===== src/rtl/tbc_pkg.sv =====
// Shared constants and types of the nine-node bilinear touch calibrator.
package tbc_pkg;

   localparam int ADC_BITS      = 12;
   localparam int FRACTION_BITS = 16;
   localparam int DIV_STEPS     = 4;
   localparam int QUOT_BITS     =
      ((ADC_BITS + FRACTION_BITS + DIV_STEPS - 1) / DIV_STEPS) * DIV_STEPS;
   localparam int DIV_STAGES    = QUOT_BITS / DIV_STEPS;

   localparam int SIZE_BITS  = 10;
   localparam int COORD_BITS = 13;
   localparam int NODE_COUNT = 9;
   localparam int NODE_BITS  = 4;

   localparam logic [SIZE_BITS-1:0] RESET_WIDTH  = SIZE_BITS'(320);
   localparam logic [SIZE_BITS-1:0] RESET_HEIGHT = SIZE_BITS'(480);
   localparam int EDGE_INSET = 15;
   localparam logic [COORD_BITS-1:0] MAX_X_SIXTEENTHS = COORD_BITS'(319 * 16);
   localparam logic [COORD_BITS-1:0] MAX_Y_SIXTEENTHS = COORD_BITS'(479 * 16);

   localparam logic CSR_SCREEN_WIDTH  = 1'b0;
   localparam logic CSR_SCREEN_HEIGHT = 1'b1;

   localparam logic ACTION_RECORD = 1'b0;
   localparam logic ACTION_MAP    = 1'b1;

endpackage


===== src/rtl/tbc_divider.sv =====
// Pipelined restoring divider giving the magnitude of num with fraction bits over den.
module tbc_divider
   import tbc_pkg::*;
(
   input  logic                 clock,
   input  logic                 enable,
   input  logic [ADC_BITS-1:0]  num_in,
   input  logic [ADC_BITS-1:0]  den_in,
   output logic [QUOT_BITS-1:0] quot_out
);

   logic [ADC_BITS-1:0]  rem_ff [DIV_STAGES];
   logic [QUOT_BITS-1:0] dvd_ff [DIV_STAGES];
   logic [QUOT_BITS-1:0] quo_ff [DIV_STAGES];
   logic [ADC_BITS-1:0]  den_ff [DIV_STAGES];

   logic [ADC_BITS-1:0]  rem_in [DIV_STAGES];
   logic [QUOT_BITS-1:0] dvd_in [DIV_STAGES];
   logic [QUOT_BITS-1:0] quo_in [DIV_STAGES];

   genvar k;
   generate
      for (k = 0; k < DIV_STAGES; k++) begin : g_stage
         logic [ADC_BITS-1:0]  rem_src;
         logic [QUOT_BITS-1:0] dvd_src;
         logic [QUOT_BITS-1:0] quo_src;
         logic [ADC_BITS-1:0]  den_src;

         if (k == 0) begin : g_first
            assign rem_src = '0;
            assign dvd_src = QUOT_BITS'({num_in, {FRACTION_BITS{1'b0}}});
            assign quo_src = '0;
            assign den_src = den_in;
         end else begin : g_next
            assign rem_src = rem_ff[k-1];
            assign dvd_src = dvd_ff[k-1];
            assign quo_src = quo_ff[k-1];
            assign den_src = den_ff[k-1];
         end

         always_comb begin
            logic [ADC_BITS:0]    trial;
            logic [ADC_BITS-1:0]  rem_v;
            logic [QUOT_BITS-1:0] dvd_v;
            logic [QUOT_BITS-1:0] quo_v;
            rem_v = rem_src;
            dvd_v = dvd_src;
            quo_v = quo_src;
            for (int i = 0; i < DIV_STEPS; i++) begin
               trial = {rem_v, dvd_v[QUOT_BITS-1]};
               dvd_v = {dvd_v[QUOT_BITS-2:0], 1'b0};
               if (trial >= {1'b0, den_src}) begin
                  trial = trial - {1'b0, den_src};
                  quo_v = {quo_v[QUOT_BITS-2:0], 1'b1};
               end else begin
                  quo_v = {quo_v[QUOT_BITS-2:0], 1'b0};
               end
               rem_v = trial[ADC_BITS-1:0];
            end
            rem_in[k] = rem_v;
            dvd_in[k] = dvd_v;
            quo_in[k] = quo_v;
         end

         always_ff @(posedge clock) begin
            if (enable) begin
               rem_ff[k] <= rem_in[k];
               dvd_ff[k] <= dvd_in[k];
               quo_ff[k] <= quo_in[k];
               den_ff[k] <= den_src;
            end
         end
      end
   endgenerate

   assign quot_out = quo_ff[DIV_STAGES-1];

endmodule


===== src/rtl/touch_bilinear_calibrator_core.sv =====
// Top level of the nine-node bilinear touch calibrator: node table, cell choice and blend.
//
//   channel  direction  handshake           payload
//   req      in         req_valid/req_stall action, node_index, raw_x, raw_y
//   rsp      out        rsp_valid/rsp_stall ok, screen_x_sixteenths, screen_y_sixteenths
//   csr      in         csr_write           csr_index, csr_data
//
// One request is taken per cycle while req_stall is low; a map request passes the operand
// registers, the DIV_STAGES stages of the pipelined dividers, the blend and response registers.
// Record requests update the node table at acceptance and leave a bubble in the pipeline.
// Reset clears the valid bits and restores the screen size; the node table is not cleared.
// A stalled response holds the whole pipeline, so req_stall follows rsp_stall while rsp_valid is high.
module touch_bilinear_calibrator_core
   import tbc_pkg::*;
(
   input  logic                  clock,
   input  logic                  reset,
   input  logic                  req_valid,
   output logic                  req_stall,
   input  logic                  req_action,
   input  logic [NODE_BITS-1:0]  req_node_index,
   input  logic [ADC_BITS-1:0]   req_raw_x,
   input  logic [ADC_BITS-1:0]   req_raw_y,
   output logic                  rsp_valid,
   input  logic                  rsp_stall,
   output logic                  rsp_ok,
   output logic [COORD_BITS-1:0] rsp_screen_x_sixteenths,
   output logic [COORD_BITS-1:0] rsp_screen_y_sixteenths,
   input  logic                  csr_write,
   input  logic                  csr_index,
   input  logic [SIZE_BITS-1:0]  csr_data
);

   localparam int TW = SIZE_BITS + 2;
   localparam int PW = QUOT_BITS + TW;
   localparam int SW = PW + FRACTION_BITS + 2;

   typedef struct packed {
      logic valid;
      logic ok;
      logic sign_x;
      logic sign_y;
      logic row;
      logic col;
   } side_type;

   typedef struct packed {
      logic          valid;
      logic          ok;
      logic          neg;
      logic [PW-1:0] prod;
      logic [TW-1:0] base;
   } blend_type;

   logic [SIZE_BITS-1:0] width_ff, height_ff;
   logic [ADC_BITS-1:0]  node_x_ff [NODE_COUNT];
   logic [ADC_BITS-1:0]  node_y_ff [NODE_COUNT];

   logic advance, accept;

   assign advance   = !rsp_valid || !rsp_stall;
   assign req_stall = !advance;
   assign accept    = req_valid && advance;

   always_ff @(posedge clock) begin
      if (reset) begin
         width_ff  <= RESET_WIDTH;
         height_ff <= RESET_HEIGHT;
      end else if (csr_write) begin
         case (csr_index)
            CSR_SCREEN_WIDTH:  width_ff  <= csr_data;
            CSR_SCREEN_HEIGHT: height_ff <= csr_data;
            default: ;
         endcase
      end
   end

   always_ff @(posedge clock) begin
      if (accept && req_action == ACTION_RECORD && req_node_index < NODE_BITS'(NODE_COUNT)) begin
         node_x_ff[req_node_index] <= req_raw_x;
         node_y_ff[req_node_index] <= req_raw_y;
      end
   end

   function automatic logic in_band(input logic [ADC_BITS-1:0] p,
                                    input logic [ADC_BITS-1:0] e0,
                                    input logic [ADC_BITS-1:0] e1);
      return (p >= e0 && p <= e1) || (p <= e0 && p >= e1);
   endfunction

   function automatic logic [ADC_BITS-1:0] max3(input logic [ADC_BITS-1:0] a,
                                                input logic [ADC_BITS-1:0] b,
                                                input logic [ADC_BITS-1:0] c);
      logic [ADC_BITS-1:0] m;
      m = a;
      if (b > m) m = b;
      if (c > m) m = c;
      return m;
   endfunction

   // Cell choice and corner differences in the acceptance cycle.
   logic                row_sel, col_sel;
   logic [ADC_BITS-1:0] x00, x10, y00, y01;
   logic [ADC_BITS:0]   num_x, den_x, num_y, den_y;

   always_comb begin
      row_sel = !((req_raw_y < max3(node_y_ff[0], node_y_ff[1], node_y_ff[2]))
                  || in_band(req_raw_y, node_y_ff[0], node_y_ff[3]));
      col_sel = !((req_raw_x < max3(node_x_ff[0], node_x_ff[3], node_x_ff[6]))
                  || in_band(req_raw_x, node_x_ff[0], node_x_ff[1]));
      case ({row_sel, col_sel})
         2'b00: begin
            x00 = node_x_ff[0]; x10 = node_x_ff[1]; y00 = node_y_ff[0]; y01 = node_y_ff[3];
         end
         2'b01: begin
            x00 = node_x_ff[1]; x10 = node_x_ff[2]; y00 = node_y_ff[1]; y01 = node_y_ff[4];
         end
         2'b10: begin
            x00 = node_x_ff[3]; x10 = node_x_ff[4]; y00 = node_y_ff[3]; y01 = node_y_ff[6];
         end
         default: begin
            x00 = node_x_ff[4]; x10 = node_x_ff[5]; y00 = node_y_ff[4]; y01 = node_y_ff[7];
         end
      endcase
      num_x = {1'b0, req_raw_x} - {1'b0, x00};
      den_x = {1'b0, x10} - {1'b0, x00};
      num_y = {1'b0, req_raw_y} - {1'b0, y00};
      den_y = {1'b0, y01} - {1'b0, y00};
   end

   side_type            s1_ff;
   logic [ADC_BITS-1:0] nx_ff, dx_ff, ny_ff, dy_ff;

   always_ff @(posedge clock) begin
      if (reset) begin
         s1_ff <= '0;
      end else if (advance) begin
         s1_ff.valid  <= accept && req_action == ACTION_MAP;
         s1_ff.ok     <= den_x != '0 && den_y != '0;
         s1_ff.sign_x <= num_x[ADC_BITS] ^ den_x[ADC_BITS];
         s1_ff.sign_y <= num_y[ADC_BITS] ^ den_y[ADC_BITS];
         s1_ff.row    <= row_sel;
         s1_ff.col    <= col_sel;
      end
   end

   always_ff @(posedge clock) begin
      if (advance) begin
         nx_ff <= num_x[ADC_BITS] ? ADC_BITS'(-num_x) : num_x[ADC_BITS-1:0];
         dx_ff <= den_x[ADC_BITS] ? ADC_BITS'(-den_x) : den_x[ADC_BITS-1:0];
         ny_ff <= num_y[ADC_BITS] ? ADC_BITS'(-num_y) : num_y[ADC_BITS-1:0];
         dy_ff <= den_y[ADC_BITS] ? ADC_BITS'(-den_y) : den_y[ADC_BITS-1:0];
      end
   end

   logic [QUOT_BITS-1:0] quot_x, quot_y;

   tbc_divider u_div_x (
      .clock    (clock),
      .enable   (advance),
      .num_in   (nx_ff),
      .den_in   (dx_ff),
      .quot_out (quot_x)
   );

   tbc_divider u_div_y (
      .clock    (clock),
      .enable   (advance),
      .num_in   (ny_ff),
      .den_in   (dy_ff),
      .quot_out (quot_y)
   );

   side_type side_ff [DIV_STAGES];

   always_ff @(posedge clock) begin
      if (reset) begin
         for (int i = 0; i < DIV_STAGES; i++) side_ff[i] <= '0;
      end else if (advance) begin
         side_ff[0] <= s1_ff;
         for (int i = 1; i < DIV_STAGES; i++) side_ff[i] <= side_ff[i-1];
      end
   end

   // Target coordinates of the chosen cell, then u times the span.
   side_type            sd;
   logic [TW-1:0]       half_w, half_h, far_w, far_h;
   logic [TW-1:0]       tx0, tx1, ty0, ty1, span_x, span_y, mag_x, mag_y;
   blend_type           bx_in, by_in, bx_ff, by_ff;

   always_comb begin
      sd     = side_ff[DIV_STAGES-1];
      half_w = TW'(width_ff >> 1);
      half_h = TW'(height_ff >> 1);
      far_w  = TW'(width_ff) - TW'(EDGE_INSET);
      far_h  = TW'(height_ff) - TW'(EDGE_INSET);
      tx0    = sd.col ? half_w : TW'(EDGE_INSET);
      tx1    = sd.col ? far_w : half_w;
      ty0    = sd.row ? half_h : TW'(EDGE_INSET);
      ty1    = sd.row ? far_h : half_h;
      span_x = tx1 - tx0;
      span_y = ty1 - ty0;
      mag_x  = span_x[TW-1] ? -span_x : span_x;
      mag_y  = span_y[TW-1] ? -span_y : span_y;
      bx_in.valid = sd.valid;
      bx_in.ok    = sd.ok;
      bx_in.neg   = sd.sign_x ^ span_x[TW-1];
      bx_in.prod  = PW'(quot_x) * PW'(mag_x);
      bx_in.base  = tx0;
      by_in.valid = sd.valid;
      by_in.ok    = sd.ok;
      by_in.neg   = sd.sign_y ^ span_y[TW-1];
      by_in.prod  = PW'(quot_y) * PW'(mag_y);
      by_in.base  = ty0;
   end

   always_ff @(posedge clock) begin
      if (reset) begin
         bx_ff <= '0;
         by_ff <= '0;
      end else if (advance) begin
         bx_ff <= bx_in;
         by_ff <= by_in;
      end
   end

   function automatic logic [COORD_BITS-1:0] finish(input blend_type b,
                                                    input logic [COORD_BITS-1:0] cap);
      logic signed [SW-1:0] sum;
      logic [SW-1:0]        q;
      sum = ($signed(SW'($signed(b.base))) <<< FRACTION_BITS)
          + (b.neg ? -$signed(SW'(b.prod)) : $signed(SW'(b.prod)));
      q   = SW'(sum) >> (FRACTION_BITS - 4);
      if (!b.ok || sum < 0) return '0;
      if (q > SW'(cap)) return cap;
      return q[COORD_BITS-1:0];
   endfunction

   logic                  rsp_valid_ff, rsp_ok_ff;
   logic [COORD_BITS-1:0] rsp_x_ff, rsp_y_ff;

   always_ff @(posedge clock) begin
      if (reset) begin
         rsp_valid_ff <= 1'b0;
      end else if (advance) begin
         rsp_valid_ff <= bx_ff.valid;
      end
   end

   always_ff @(posedge clock) begin
      if (advance) begin
         rsp_ok_ff <= bx_ff.ok;
         rsp_x_ff  <= finish(bx_ff, MAX_X_SIXTEENTHS);
         rsp_y_ff  <= finish(by_ff, MAX_Y_SIXTEENTHS);
      end
   end

   assign rsp_valid               = rsp_valid_ff;
   assign rsp_ok                  = rsp_ok_ff;
   assign rsp_screen_x_sixteenths = rsp_x_ff;
   assign rsp_screen_y_sixteenths = rsp_y_ff;

`ifndef SYNTHESIS
   a_no_stall_when_empty: assert property (@(posedge clock) disable iff (reset)
      !rsp_valid |-> !req_stall)
      else $error("request stalled with no response waiting");

   a_degenerate_zero: assert property (@(posedge clock) disable iff (reset)
      rsp_valid && !rsp_ok |-> rsp_screen_x_sixteenths == '0 && rsp_screen_y_sixteenths == '0)
      else $error("degenerate cell gave non-zero coordinates");

   a_clamped: assert property (@(posedge clock) disable iff (reset)
      rsp_valid |-> rsp_screen_x_sixteenths <= MAX_X_SIXTEENTHS
                    && rsp_screen_y_sixteenths <= MAX_Y_SIXTEENTHS)
      else $error("coordinate above clamp");

   a_record_no_response: assert property (@(posedge clock) disable iff (reset)
      accept && req_action == ACTION_RECORD |=> !s1_ff.valid)
      else $error("record request entered the pipeline as valid");
`endif

endmodule


===== config.mk =====
export PLATFORM = sky130hd
export DESIGN_NAME = touch_bilinear_calibrator_core
export DESIGN_NICKNAME = d
export VERILOG_FILES = /design/src/rtl/tbc_pkg.sv /design/src/rtl/tbc_divider.sv /design/src/rtl/touch_bilinear_calibrator_core.sv
export SDC_FILE = /design/constraint.sdc
export NUM_CORES = 2
export LEC_CHECK = 0
export ABC_AREA = 1
export ABC_CLOCK_PERIOD_IN_PS = 42800
export BUFFER_PORTS_ARGS = -buffer_cell sky130_fd_sc_hd__buf_2
export CELL_PAD_IN_SITES_DETAIL_PLACEMENT = 1
export CELL_PAD_IN_SITES_GLOBAL_PLACEMENT = 1
export CORE_UTILIZATION = 50
export DETAILED_ROUTE_END_ITERATION = 6
export HOLD_SLACK_MARGIN = 0.1
export PLACE_DENSITY = 0.91
export RECOVER_POWER = 100
export SLEW_MARGIN = 0
export SYNTH_ARGS = -nofsm -noshare
export SYNTH_HDL_FRONTEND = slang
export SYNTH_SLANG_ARGS = --single-unit
export TNS_END_PERCENT = 100

===== constraint.sdc =====
create_clock -name clock -period 42.8 [get_ports clock]
set_input_delay 2.14 -clock clock [delete_from_list [all_inputs] [get_ports clock]]
set_output_delay 2.14 -clock clock [all_outputs]
set_load 0.02 [all_outputs]

* After elaboration in Yosys (flattened, before gate mapping)
Memories as Yosys holds them, arrays and structs flattened.
Cells that the tools add are included.
** Storage, ports and cells
- Flip-flop bits (word level) :: 204
- Bits in latches :: 0
- RAM bits :: 1322
- ROM bits :: 0
- Input bits :: 45
- Output and inout bits :: 29
- Logic and storage cells :: 393
- Memories kept :: 11
** Cells by class
- $add $sub $neg :: 74
- $mul :: 2
- Div/mod/pow operators :: 0
- Order comparisons :: 75
- Eq/ne operators :: 2
- Shift-type cells :: 0
- Muxes and demuxes :: 165
- Bitwise operators :: 13
- Reductions and logical operators :: 27
** Memory list
- u_div_x.quo_ff :: depth 7, bits a word 28, read ports 7, clocked after Yosys merged registers in 0, wr ports 7, RTL line tbc_divider.sv:14 : logic [QUOT_BITS-1:0] quo_ff [DIV_STAGES];
- u_div_y.quo_ff :: depth 7, bits a word 28, read ports 7, clocked after Yosys merged registers in 0, wr ports 7, RTL line tbc_divider.sv:14
- u_div_x.dvd_ff :: depth 7, bits a word 24, read ports 6, clocked after Yosys merged registers in 0, wr ports 7, RTL line tbc_divider.sv:13 : logic [QUOT_BITS-1:0] dvd_ff [DIV_STAGES];
- u_div_y.dvd_ff :: depth 7, bits a word 24, read ports 6, clocked after Yosys merged registers in 0, wr ports 7, RTL line tbc_divider.sv:13
- node_x_ff :: depth 9, bits a word 12, read ports 7, clocked after Yosys merged registers in 0, wr ports 1, RTL line touch_bilinear_calibrator_core.sv:56 : logic [ADC_BITS-1:0] node_x_ff [NODE_COUNT];
- node_y_ff :: depth 9, bits a word 12, read ports 7, clocked after Yosys merged registers in 0, wr ports 1, RTL line touch_bilinear_calibrator_core.sv:57 : logic [ADC_BITS-1:0] node_y_ff [NODE_COUNT];
- 5 more memories
** Operators with widths (number)
- $mux W12 :: 68
- $ge A13 B12 Y1 :: 54
- $sub A12 B12 Y12 :: 54
- $pmux W12 S3 :: 4
- $add A26 B58 Y58 :: 2
- $lt A58 B1 Y1 const B :: 2
- $mux W58 :: 2
- $neg A40 Y58 :: 2
- $mux W13 :: 8
- $gt A46 B13 Y1 const B :: 2
- $mul A28 B12 Y40 :: 2
- $mux W1 :: 74
- $neg A12 Y12 :: 6
- $sub A12 B12 Y13 :: 4
- $ge A12 B12 Y1 :: 4
- $gt A12 B12 Y1 :: 4
- $le A12 B12 Y1 :: 4
- $mux W6 :: 7
- $reduce_bool A13 Y1 :: 2
- $ge A1 B12 Y1 :: 2
- $lt A12 B12 Y1 :: 2
- $sub A1 B12 Y12 :: 2
- $sub A12 B9 Y12 :: 2
- $sub A10 B4 Y11 const B :: 2
- 12 further kinds :: 43

* Logic depth before layout (Yosys ltp)
An unclocked memory read counts as a cell.
- Depth after elaboration :: 13
- Gate-level depth with buffers :: 84

* Cells and area by module
Synthesis repeated with hierarchy kept, for this count alone.
** Second synthesis, totals
- Cells, all modules :: 13059
- Area total of the unflattened synthesis :: 100921.8 µm²
** Modules (own cells, without submodules)
- touch_bilinear_calibrator_core :: instances 1, cells an instance 5782, area each 46419.5 µm²
- tbc_divider (u_div_y) :: instances 1, cells an instance 3719, area each 27550.2 µm²
- tbc_divider (u_div_x) :: instances 1, cells an instance 3558, area each 26952.1 µm²

* Worst setup path before layout
Ideal clock, no wire load.
- Path kind :: input to register
- Start point :: input port rsp_stall
- End point :: memory node_x_ff[2][0] (enable)
- Arrival :: 20.208 ns
- Setup slack :: 22.124 ns
- Stages on the path :: 3
- Buffers on the path :: 0
- Path through :: nand2_1 -> nand4_1 -> nor4_1
** Between the ends
- Longest elaborated chain between the ends :: 7
** Ends and longest elaborated chain
- start, declared :: RTL line touch_bilinear_calibrator_core.sv:25 : input logic rsp_stall,
- $logic_not A1 Y1 :: RTL line touch_bilinear_calibrator_core.sv:61 : assign advance = !rsp_valid || !rsp_stall;
- $logic_or A1 B1 Y1 :: RTL line touch_bilinear_calibrator_core.sv:61
- $logic_and A1 B1 Y1 :: RTL line touch_bilinear_calibrator_core.sv:63 : assign accept = req_valid && advance;
- $logic_and A1 B1 Y1 (2 in series) :: RTL line touch_bilinear_calibrator_core.sv:79 : if (accept && req_action == ACTION_RECORD && req_node_index < NODE_BITS'(NODE_COUNT)) begin
- $mux W1 :: RTL line touch_bilinear_calibrator_core.sv:79
- $mux W1 (implied by the code) :: RTL line touch_bilinear_calibrator_core.sv:80 : node_x_ff[req_node_index] <= req_raw_x;
- end, declared :: RTL line touch_bilinear_calibrator_core.sv:56
Every way passes these cells.

==> flow_metrics.env <==
export IMPL_cts_setup_buffers=0
export IMPL_numCtsBuffers=108
export IMPL_cp_required_ns=43.06
export IMPL_initial_utilization=0.5026
export IMPL_postCtsResizedCells=0
export IMPL_vias=81985
export IMPL_cts_root_buf="clkbuf_16"
export IMPL_hold_class="reg -> reg"
export IMPL_clkTransAtPathRegs_ns=0.06
export IMPL_drt_drc_violations_left=2
export IMPL_pre_cts_ws_ns=29.87
export IMPL_finalWorstPathRequiredPeriod_ns=17.88
export IMPL_vias_per_cell=5.880
export IMPL_fp_dieW_um=433.5
export IMPL_finalClockSkew_ns=0.03610
export IMPL_multi_input_area_um2=57560
export IMPL_synth_edf_count=821
export IMPL_cts_tree="built"
export IMPL_ys_ff_latch=950
export IMPL_postSynthAreaPerCell_um2=8.220
export IMPL_slowest_stage="clkbuf_1"
export IMPL_drv_cap=20
export IMPL_clock_fmax_mhz=55.91
export IMPL_syn_to_final_growth_pct=6.875
export IMPL_cp_arrival_ns=18.14
export IMPL_worstMarginPinSlew_ns=9.835
export IMPL_clock_latency_ns=0.77
export IMPL_hold_path_depth=0
export IMPL_startpoint_type="input port"
export IMPL_status="complete, but fails checks"
export IMPL_routabilityCongestion=0.9368
export IMPL_overflow=0
export IMPL_final_nets=12953
export IMPL_wl_per_cell_um=22.27
export IMPL_ys_warn_count=0
export IMPL_setup_viol=0
export IMPL_drtAntennaViolNets=0
export IMPL_crit_buf_inv=5
export IMPL_r2r_cells=5
export IMPL_path_max_fanout=175
export IMPL_crit_chain="buf_2 > nand2_1 > clkbuf_1 > clkbuf_1 > clkbuf_1 > clkbuf_1"
export IMPL_syn_area_um2=93090
export IMPL_cts_sinks=950
export IMPL_synthFlopType="edfxtp_1"
export IMPL_die_area_um2=187900
export IMPL_whs_ns=0.4097
export IMPL_fin_setup_tns_ns=0
export IMPL_finalCritPeriodShare=0.4179
export IMPL_maxSlewHeadroom=-5.556
export IMPL_grt_pass1_vias=89594
export IMPL_area_sequential_um2=27240
export IMPL_drt_iter0_markers=5983
export IMPL_cts_hold_buf=0
export IMPL_path_delay_family="buffers and inverters"
export IMPL_drive_gt1_frac=0.03255
export IMPL_grt_max_degree=176
export IMPL_grt_setup_unrepaired="no"
export IMPL_drv_slew=994
export IMPL_core_rowCount=158
export IMPL_dieHeight_um=433.5
export IMPL_ys_seq_area_frac=0.2926
export IMPL_io_buffers=73
export IMPL_critical_path_class="in -> reg"
export IMPL_hold_viol=0
export IMPL_async_flop_share=0
export IMPL_drtPass1Iterations=7
export IMPL_io_pins=74
export IMPL_dp_hpwl_mm=232.2
export IMPL_ys_types=90
export IMPL_slowest_delay_ns=6.89
export IMPL_cp_depth=6
export IMPL_critPathCaptureType="register"
export IMPL_coreArea_um2=185200
export IMPL_drt_total_wl_mm=310.5
export IMPL_fill_cells=22371
export IMPL_clockBufferDepth=3
export IMPL_layout_setup_ws_ns=24.92
export IMPL_grt_first_pass_wirelength_mm=487.7
export IMPL_grt_antenna_before_repair=5
export IMPL_violations="design-rule violations, max-capacitance violations, max-slew violations"
export IMPL_syn_inst=11325
export IMPL_htree_levels=3
export IMPL_track_usage=0.3265
export IMPL_crit_path_frequent_cell="clkbuf_1"
-- area by class of cell --
cell class | count | area share
clock buffers | 132 | 0.02923
clock inverters | 68 | 0.008426
multi-input cells | 8247 | 0.5785
diodes | 4 | 0.0001006
inverters | 1950 | 0.07383
flip-flops and latches | 950 | 0.2738
well taps | 2480 | 0.03119
repair buffers | 111 | 0.004942
-- path summary, 6_finish.rpt --
check                       startpoint              endpoint  slack [ns]
setup / recovery             rsp_stall  u_div_y.den_ff[2][0]       24.92
hold / removal    u_div_y.quo_ff[3][4]  u_div_y.quo_ff[4][8]        0.41
setup reg to reg             rsp_valid  u_div_y.den_ff[2][0]       26.06
hold reg to reg   u_div_y.quo_ff[3][4]  u_div_y.quo_ff[4][8]        0.41
-- cell usage after synthesis (all sizes together), types with 59 or more instances --
cell type | number | area (um^2)
a21oi | 794 | 3996
buf | 86 | 493.0
clkbuf | 146 | 550.5
dfxtp | 129 | 2582
edfxtp | 821 | 24650
fa | 558 | 11170
ha | 982 | 12290
inv | 1923 | 7233
nand2 | 2235 | 8517
nand3 | 350 | 1819
nand4 | 122 | 800.8
nor2 | 918 | 3562
nor3 | 82 | 450.4
o21ai | 850 | 4292
o21bai | 124 | 938.4
o22ai | 59 | 369.1
xnor2 | 241 | 2111
xor2 | 415 | 3695
-- routing by layer --
| layer | vias to the layer above | global-route usage | routed length, um |
|---|---|---|---|
| met5 | - | 0 | 27 |
| met4 | 4 | 0.1708 | 17700 |
| met3 | 1060 | 0.04099 | 16500 |
| met2 | 2994 | 0.5760 | 153500 |
| met1 | 40656 | 0.3868 | 122700 |
| li1 | 37271 | - | - |
-- placed cells by master, fill, tap and decap left out, drive strengths merged, types with 51 or more instances in the layout --
| cell | instances |
|---|---|
| nand2 | 2235 |
| inv | 1930 |
| ha | 982 |
| nor2 | 918 |
| o21ai | 850 |
| edfxtp | 821 |
| a21oi | 794 |
| fa | 558 |
| xor2 | 415 |
| nand3 | 350 |
| xnor2 | 241 |
| clkbuf | 211 |
| dfxtp | 129 |
| o21bai | 124 |
| nand4 | 122 |
| nor3 | 82 |
| o22ai | 59 |
| clkinv | 58 |
| conb | 56 |
| o211ai | 51 |
-- worst reg2reg max path, delay by kind of cell, from the launching register on --
family        cells  cell delay, ns
buf+inv           4           14.94
flops             1            0.31
simple gates      1            0.93
-- stage by stage --
stage	util	cell area (um^2)	std cells
final	0.5371	99490	13942
after global routing	0.5371	99490	13940
after CTS	0.5392	99880	13938
after detailed placement	0.5190	96130	13738
after global placement	0.5190	96130	13738
after floorplan	-	93290	11379
-- registers in the layout, summed over array words and instances (netlist names), 6 cells and up --
register                 cells
by_ff                       51
dx_ff                       12
u_div_x.dvd_ff              12
side_ff                     42
u_div_x.quo_ff             112
dy_ff                       12
u_div_x.den_ff              72
s1_ff                        6
node_y_ff                   84
ny_ff                       12
u_div_x.rem_ff              72
height_ff                   10
node_x_ff                   84
rsp_screen_x_sixteenths     13
u_div_y.dvd_ff              12
nx_ff                       12
width_ff                    10
u_div_y.quo_ff             112
u_div_y.rem_ff              72
u_div_y.den_ff              72
rsp_screen_y_sixteenths     13
bx_ff                       51
-- kinds of logic (layout without fill, tap and decap cells) --
kind of cell	after synthesis	in the layout	synth area share
xor gates and xnor gates	656	656	0.06236
AOI/OAI and AO/OA	2131	2131	0.1286
and+or+nand+nor	3857	3857	0.1734
adders and majority gates	1540	1540	0.2520
muxes	7	7	0.0008333
DFF	950	950	0.2926
buffers and inverters	2182	2261	0.09020
other	2	60	0.00008067
Power is not shown: default switching activity piles up to over one toggle a cycle in this logic, so the estimate is an artifact.
